$ cat src/sv/gsp_pkg.sv
package gsp_pkg;

  localparam int FRAME_BYTES = 9;
  localparam int STORE_DEPTH = 9;
  localparam int STORE_IDX_W = $clog2(STORE_DEPTH);
  localparam int BYTE_CNT_W  = 5;

  // sequencer phases
  localparam logic [1:0] PH_IDLE = 2'd0;
  localparam logic [1:0] PH_LOW  = 2'd1;
  localparam logic [1:0] PH_HIGH = 2'd2;
  localparam logic [1:0] PH_GAP  = 2'd3;

  // configuration register indexes
  localparam logic [1:0] REG_FIRST_CMD = 2'd0;
  localparam logic [1:0] REG_POLL_CMD  = 2'd1;
  localparam logic [1:0] REG_HALF      = 2'd2;
  localparam logic [1:0] REG_GAP       = 2'd3;

  localparam logic [7:0]  RST_FIRST_CMD = 8'h01;
  localparam logic [7:0]  RST_POLL_CMD  = 8'h42;
  localparam logic [15:0] RST_HALF      = 16'd5;
  localparam logic [15:0] RST_GAP       = 16'd1;

  localparam logic [7:0] ID_RED_MODE = 8'h73;
  localparam logic [7:0] LINK_IDLE   = 8'h80;

  typedef logic [STORE_DEPTH-1:0][7:0] store_t;

  typedef struct packed {
    logic [5:0] pad;
    logic       miso;
    logic       start_req;
  } in_word_t;

  typedef struct packed {
    logic       mode_red;
    logic       link_lost;
    logic [4:0] key_code;
    logic [15:0] buttons;
    logic [7:0] right_x;
    logic [7:0] right_y;
    logic [7:0] left_x;
    logic [7:0] left_y;
  } dec_t;

  typedef struct packed {
    logic [5:0]  pad;
    logic [7:0]  left_y;
    logic [7:0]  left_x;
    logic [7:0]  right_y;
    logic [7:0]  right_x;
    logic [15:0] buttons;
    logic [4:0]  key_code;
    logic        link_lost;
    logic        mode_red;
    logic        mosi;
    logic        sclk;
    logic        cs_n;
  } out_word_t;

endpackage

$ cat src/sv/gamepad_serial_poller.sv
// the result word for a tick is registered in the output register, or in the skid entry while m_axis stalls
// throughput: one tick word per cycle while s_axis_tready_o is high, set by the single-pass sequencer update
// an output register plus one skid entry keep s_axis_tready_o high while one result waits
// reset (rst_ni low, asynchronous): sequencer idle, chip select high, frame store and
// counters cleared, configuration back to 0x01, 0x42, half period 5, byte gap 1
module gamepad_serial_poller
  import gsp_pkg::*;
(
  input  logic        clk_i,
  input  logic        rst_ni,
  input  logic        cfg_we_i,
  input  logic [1:0]  cfg_idx_i,
  input  logic [15:0] cfg_data_i,
  input  logic        s_axis_tvalid_i,
  output logic        s_axis_tready_o,
  // start_req, miso, zero pad
  input  logic [7:0]  s_axis_tdata_i,
  output logic        m_axis_tvalid_o,
  input  logic        m_axis_tready_i,
  // cs_n, sclk, mosi, mode_red, link_lost, key_code, buttons, right_x, right_y,
  // left_x, left_y, zero pad
  output logic [63:0] m_axis_tdata_o,
  output logic        m_axis_tlast_o
);

  logic [7:0]  first_cmd_q, poll_cmd_q;
  logic [15:0] half_q, gap_q;

  logic [1:0]            phase_q, phase_d;
  store_t                store_q, store_d;
  logic [7:0]            shift_q, shift_d;
  logic [2:0]            bit_q, bit_d;
  logic [BYTE_CNT_W-1:0] byte_q, byte_d;
  logic [15:0]           tick_q, tick_d;

  in_word_t  in_w;
  out_word_t res;
  dec_t      dec;

  logic                  in_fire, out_fire;
  logic                  start_frame, end_byte, done;
  logic                  cs_n, sclk, mosi, cmd_bit;
  logic [1:0]            ph;
  store_t                store_c;
  logic [7:0]            shift_c, shift_n;
  logic [2:0]            bit_c;
  logic [BYTE_CNT_W-1:0] byte_c, byte_inc;
  logic [15:0]           tick_c, half_eff;
  logic [16:0]           tick_inc;

  logic [63:0] out_q, skid_q;
  logic        out_last_q, skid_last_q, out_v_q, skid_v_q;

  assign in_w     = in_word_t'(s_axis_tdata_i);
  assign half_eff = (half_q == '0) ? 16'd1 : half_q;

  always_ff @(posedge clk_i or negedge rst_ni) begin
    if (!rst_ni) begin
      first_cmd_q <= RST_FIRST_CMD;
      poll_cmd_q  <= RST_POLL_CMD;
      half_q      <= RST_HALF;
      gap_q       <= RST_GAP;
    end else if (cfg_we_i) begin
      case (cfg_idx_i)
        REG_FIRST_CMD: first_cmd_q <= cfg_data_i[7:0];
        REG_POLL_CMD:  poll_cmd_q  <= cfg_data_i[7:0];
        REG_HALF:      half_q      <= cfg_data_i;
        REG_GAP:       gap_q       <= cfg_data_i;
        default: ;
      endcase
    end
  end

  always_comb begin
    start_frame = (phase_q == PH_IDLE) && in_w.start_req;
    ph      = start_frame ? PH_LOW : phase_q;
    store_c = start_frame ? '0 : store_q;
    shift_c = start_frame ? '0 : shift_q;
    bit_c   = start_frame ? '0 : bit_q;
    byte_c  = start_frame ? '0 : byte_q;
    tick_c  = start_frame ? '0 : tick_q;

    tick_inc = {1'b0, tick_c} + 17'd1;
    byte_inc = byte_c + BYTE_CNT_W'(1);

    case (byte_c)
      BYTE_CNT_W'(0): cmd_bit = first_cmd_q[bit_c];
      BYTE_CNT_W'(1): cmd_bit = poll_cmd_q[bit_c];
      default:        cmd_bit = 1'b0;
    endcase

    phase_d  = ph;
    store_d  = store_c;
    shift_n  = shift_c;
    bit_d    = bit_c;
    byte_d   = byte_c;
    tick_d   = tick_c;
    cs_n     = 1'b1;
    sclk     = 1'b1;
    mosi     = 1'b0;
    done     = 1'b0;
    end_byte = 1'b0;

    case (ph)
      PH_LOW: begin
        cs_n = 1'b0;
        sclk = 1'b0;
        mosi = cmd_bit;
        if (tick_inc >= {1'b0, half_eff}) begin
          phase_d = PH_HIGH;
          tick_d  = '0;
        end else begin
          tick_d = tick_inc[15:0];
        end
      end
      PH_HIGH: begin
        cs_n = 1'b0;
        mosi = cmd_bit;
        // sample on the rising edge, the first high tick
        if (tick_c == '0 && in_w.miso) begin
          shift_n[bit_c] = 1'b1;
        end
        if (tick_inc >= {1'b0, half_eff}) begin
          tick_d = '0;
          if (bit_c == 3'd7) begin
            if (gap_q != '0) begin
              phase_d = PH_GAP;
            end else begin
              end_byte = 1'b1;
            end
          end else begin
            bit_d   = bit_c + 3'd1;
            phase_d = PH_LOW;
          end
        end else begin
          tick_d = tick_inc[15:0];
        end
      end
      PH_GAP: begin
        cs_n = 1'b0;
        if (tick_inc >= {1'b0, gap_q}) begin
          end_byte = 1'b1;
        end else begin
          tick_d = tick_inc[15:0];
        end
      end
      default: ;
    endcase

    shift_d = shift_n;

    if (end_byte) begin
      // bytes beyond the store are clocked but dropped
      if (byte_c < BYTE_CNT_W'(STORE_DEPTH)) begin
        store_d[byte_c[STORE_IDX_W-1:0]] = shift_n;
      end
      byte_d  = byte_inc;
      shift_d = '0;
      bit_d   = '0;
      tick_d  = '0;
      if (byte_inc >= BYTE_CNT_W'(FRAME_BYTES)) begin
        phase_d = PH_IDLE;
        done    = 1'b1;
      end else begin
        phase_d = PH_LOW;
      end
    end
  end

  gsp_decode u_decode (
    .store_i (store_d),
    .dec_o   (dec)
  );

  always_comb begin
    res           = '0;
    res.cs_n      = cs_n;
    res.sclk      = sclk;
    res.mosi      = mosi;
    res.mode_red  = dec.mode_red;
    res.link_lost = dec.link_lost;
    res.key_code  = dec.key_code;
    res.buttons   = dec.buttons;
    res.right_x   = dec.right_x;
    res.right_y   = dec.right_y;
    res.left_x    = dec.left_x;
    res.left_y    = dec.left_y;
  end

  assign s_axis_tready_o = !skid_v_q;
  assign in_fire  = s_axis_tvalid_i && s_axis_tready_o;
  assign out_fire = out_v_q && m_axis_tready_i;

  always_ff @(posedge clk_i or negedge rst_ni) begin
    if (!rst_ni) begin
      phase_q <= PH_IDLE;
      store_q <= '0;
      shift_q <= '0;
      bit_q   <= '0;
      byte_q  <= '0;
      tick_q  <= '0;
    end else if (in_fire) begin
      phase_q <= phase_d;
      store_q <= store_d;
      shift_q <= shift_d;
      bit_q   <= bit_d;
      byte_q  <= byte_d;
      tick_q  <= tick_d;
    end
  end

  always_ff @(posedge clk_i or negedge rst_ni) begin
    if (!rst_ni) begin
      out_v_q  <= 1'b0;
      skid_v_q <= 1'b0;
    end else if (skid_v_q) begin
      if (out_fire) begin
        skid_v_q <= 1'b0;
      end
    end else if (in_fire) begin
      if (out_v_q && !out_fire) begin
        skid_v_q <= 1'b1;
      end
      out_v_q <= 1'b1;
    end else if (out_fire) begin
      out_v_q <= 1'b0;
    end
  end

  always_ff @(posedge clk_i) begin
    if (skid_v_q) begin
      if (out_fire) begin
        out_q      <= skid_q;
        out_last_q <= skid_last_q;
      end
    end else if (in_fire) begin
      if (out_v_q && !out_fire) begin
        skid_q      <= res;
        skid_last_q <= done;
      end else begin
        out_q      <= res;
        out_last_q <= done;
      end
    end
  end

  assign m_axis_tvalid_o = out_v_q;
  assign m_axis_tdata_o  = out_q;
  assign m_axis_tlast_o  = out_last_q;

endmodule

$ cat src/sv/gsp_decode.sv
module gsp_decode
  import gsp_pkg::*;
(
  input  store_t store_i,
  output dec_t   dec_o
);

  logic [15:0] buttons;
  logic [4:0]  key;

  assign buttons = {store_i[4], store_i[3]};

  // lowest released-low bit wins
  always_comb begin
    key = '0;
    for (int i = 15; i >= 0; i--) begin
      if (!buttons[i]) begin
        key = 5'(i + 1);
      end
    end
  end

  assign dec_o.mode_red  = (store_i[1] == ID_RED_MODE);
  assign dec_o.link_lost = (store_i[6] == LINK_IDLE) && (store_i[7] == LINK_IDLE) &&
                           (store_i[8] == LINK_IDLE);
  assign dec_o.key_code  = key;
  assign dec_o.buttons   = buttons;
  assign dec_o.right_x   = store_i[5];
  assign dec_o.right_y   = store_i[6];
  assign dec_o.left_x    = store_i[7];
  assign dec_o.left_y    = store_i[8];

endmodule

$ cat config.mk
export PLATFORM = sky130hd
export DESIGN_NAME = gamepad_serial_poller
export DESIGN_NICKNAME = d
export VERILOG_FILES = /design/src/sv/gsp_pkg.sv /design/src/sv/gamepad_serial_poller.sv /design/src/sv/gsp_decode.sv
export SDC_FILE = /design/constraint.sdc
export NUM_CORES = 1
export LEC_CHECK = 0
export ABC_AREA = 0
export ABC_CLOCK_PERIOD_IN_PS = 7800
export BUFFER_PORTS_ARGS = -buffer_cell sky130_fd_sc_hd__buf_4
export CAP_MARGIN = 10
export CORE_MARGIN = 1.5
export CORE_UTILIZATION = 30
export DETAILED_ROUTE_END_ITERATION = 10
export GPL_ROUTABILITY_DRIVEN = 0
export PLACE_DENSITY_LB_ADDON = 0.3
export SYNTH_ARGS = -nofsm -noshare
export SYNTH_HDL_FRONTEND = slang
export SYNTH_SLANG_ARGS = --single-unit
export TNS_END_PERCENT = 50
$ cat constraint.sdc
create_clock -name clk_i -period 7.8 [get_ports clk_i]
set_input_delay 0.78 -clock clk_i [delete_from_list [all_inputs] [get_ports clk_i]]
set_output_delay 0.78 -clock clk_i [all_outputs]
set_load 0.05 [all_outputs]
==> metrics.yaml <==
synth_top_area_share_pct: 26.8
p_comb_share_pct: 32.5
global_route_total_overflow: 0
worst_ep_required_time_ns: 8.15
rrSetupSlack_ns: 1.34
pin_count: 98
cts-htree-levels: 1
power_frac_seq_pct: 39.0
clock_slew_seen_by_the_registers_of_the_worst_setup_and_hold_paths_ns: 0.06
post_synth_num_cell_types: 89
grt_setup_unrepaired: "no"
clockBufferDepth: 3
power.share.switching_pct: 37.4
maxUsedRoutingLayer: "met4"
timing.slew.headroom_pct: 31.2
timing.final.setup_violations: 0
yosysWarningCount: 0
worstSkewPairLatency_ns: 0.59
totalWireLength_um: 31600
numPortBuffers: 85
critical_path_peak_fanout: 28
yosys_most_used_dff: "dfrtp_1"
synth.cell_area_mm2: 0.0132
amount_of_wire_on_met3_after_detailed_routing_um: 1400
fin_crit_share_pct: 82.8
post_synth_edffs: 118
die_y_um: 213
post_synth.cell_area_avg_um2: 11.6
fillCellCount: 4244
start_util_pct: 30.5
maxCapViolCount: 0
setup.worst_path.end_class: "flop"
first_pass_grt_wire_length_um: 50900
die_w_um: 213
final_core_util_pct: 35.6
post_route_cells_drive_above_1_share_pct: 26.0
antenna_left: 0
synth_largest_area_cell: "edfxtp_1"
placementRows: 76
flip_flop_and_latch_count_after_synthesis: 258
worstSetupStartpoint: "phase_q[1]"
pwr-share-clk_pct: 28.5
cts-root-buf: "clkbuf_16"
max_slew.worst_pin.slew_ns: 1.03
drt-met1-wl_um: 14900
cts_setup_buffers: 0
synth_seq_area_share_pct: 53.4
power.net_switching_mw: 1.82
class_of_the_most_critical_hold_timing_path: "in -> async"
max_freq_mhz: 155
async_set_or_reset_register_ratio_after_synthesis_pct: 54.3
vias_per_cell: 5.02
drt_first_iter_violations: 455
layout_net_count: 1272
grt_pass1_vias: 8893
outcome: "finished, final reports clean"
crit-reg2reg-launch: "phase_q[1]"
route.vias.total: 9099
worst-setup-path-type: "reg -> reg"
syn_to_final_growth_pct: 16.7
syn_inst: 1136
post_cts_resize_count: 0
period_minus_slack_ns: 6.46
core_area_mm2: 0.0433
skew_ns: 0.0294
drc: 0
antenna_found_initial: 0
globalRouteTotalUtil_pct: 14.2
leakage_power_nw: 6.44
endpoint_arrival_time_on_the_critical_path_ns: 6.81
detail_route.wl_per_cell_um: 17.4
cts.sinks: 258
setup.worst_path.start_class: "flop"
post-dp-hpwl_um: 21100
die_area_mm2: 0.0453
timing.final.hold_violations: 0
final-max-slew-violation-count: 0
vdd_drop_max_v: 0.000173
aggregate_negative_setup_slack_ns: 0
worst_r2r_path_depth: 17
final_area_mm2: 0.0154
crit-reg2reg-capture: "m_axis_tdata_o[8]"
cts-buffers-inserted: 30
ys_top_cells_by_area: "edfxtp_1, dfrtp_1, mux2_2"
internal-power_mw: 3.05
n_antenna_cell: 0
cts_tree: "built"
maximum_number_of_pins_on_one_net_before_global_route_repair: 84
detail_route_met2_wl_um: 14600
power_density_mw_per_mm2: 315
drt-pass1-iter-count: 7
cts.hold.buffers_added: 0
dpl_cell_area_mm2: 0.0144
==> area by class of cell <==
class | instances | area [um^2] | share of cell area [%]
flip-flops and latches | 258 | 7050 | 45.7
well taps | 585 | 732 | 4.75
clock inverters | 12 | 125 | 0.811
repair buffers | 100 | 754 | 4.89
inverters | 53 | 199 | 1.29
multi-input cells | 762 | 5690 | 36.9
clock buffers | 44 | 865 | 5.61
==> cells in the final DEF, fill, tap and decap left out, types with 21 or more instances in the layout <==
master     Yosys  final
a21oi_1       31     29
buf_4          8     98
clkbuf_16      0     31
dfrtp_1      134    134
edfxtp_1     118    118
ha_1          36     36
inv_1         53     52
mux2_2       134    134
mux2i_1       31     31
nand2_1      144    144
nand3_1       54     54
nand4_1       21     21
nor2_1        29     29
o21ai_0       41     41
==> registers in the layout, indices dropped and copies added (netlist names), 5 cells and up <==
signal	cells
skid_q	58
tick_q	16
store_q	56
m_axis_tdata_o	58
poll_cmd_q	8
gap_q	16
half_q	16
shift_q	8
first_cmd_q	8
byte_q	5
==> through the flow <==
step                instances  total power [mW]  setup WS (ns)  hold WS [ns]
global placement         1757              3.50           1.27         0.459
CTS                      1813              4.93           1.42         0.211
finish                   1814              4.86           1.34         0.210
global route             1814              5.12           1.01         0.242
floorplan                1141              3.04           1.27         0.441
detailed placement       1757              3.52           1.22         0.463
==> cells in the mapped netlist (all sizes together), types with 11 or more instances <==
cell and number:
clkbuf 40, mux2i 34, inv 53, a21oi 31, nor3 19, dfrtp 134, o31ai 21, nor2 29
nand2 144, nor4 17, o21ai 53, and3 11, mux2 135, buf 28, nand3 56, ha 36
edfxtp 118, nand4 21
==> routing by layer <==
layer | vias to the layer above | global-route usage [%]
met5 | - | 0
met4 | 0 | 3.52
met3 | 38 | 2.32
met2 | 225 | 22.5
met1 | 4480 | 20.2
li1 | 4356 | -
==> power by group through the flow <==
| stage | Sequential [mW] | Clock [mW] | Combinational (mW) |
|---|---|---|---|
| floorplan | 2.31 | 0 | 0.734 |
| global placement | 1.92 | 0 | 1.58 |
| detailed placement | 1.92 | 0 | 1.60 |
| CTS | 1.90 | 1.43 | 1.60 |
| global route | 1.93 | 1.49 | 1.70 |
| finish | 1.90 | 1.39 | 1.58 |
==> worst max path at each step <==
stage          slack (ns)  depth (start not counted)                 to
4_1_cts              1.42                         17  m_axis_tdata_o[8]
2_1_floorplan        1.27                         25  m_axis_tdata_o[8]
5_1_grt              1.01                         17  m_axis_tdata_o[8]
6_report             1.34                         17  m_axis_tdata_o[8]
3_3_place_gp         1.27                         18  m_axis_tdata_o[8]
3_5_place_dp         1.22                         18  m_axis_tdata_o[8]
==> cell families after synthesis <==
group           count (synthesis)  share of synthesized area [%]
flops                         258                           53.4
xor+xnor                       16                           1.20
other cells                     1                         0.0284
compound gates                198                           11.1
simple gates                  334                           12.4
fa+ha+maj                      37                           3.48
mux                           171                           14.6
buf+inv                       121                           3.85
==> worst max-delay path, cell delays in order (launching register included) <==
cell	delay, ns
dfrtp_1	0.68
or3b_4	0.42
nand2_1	0.12
inv_1	0.15
ha_1	0.22
nand3_1	0.21
or4_1	0.74
nor2_1	0.32
xnor2_1	0.22
ha_1	0.30
a21o_1	0.18
a211oi_1	0.35
o32ai_1	0.13
a41o_1	0.44
o21ai_4	0.74
mux2i_4	0.41
nand4_1	0.26
a31o_1	0.29
(Power assumes the default switching activity.)
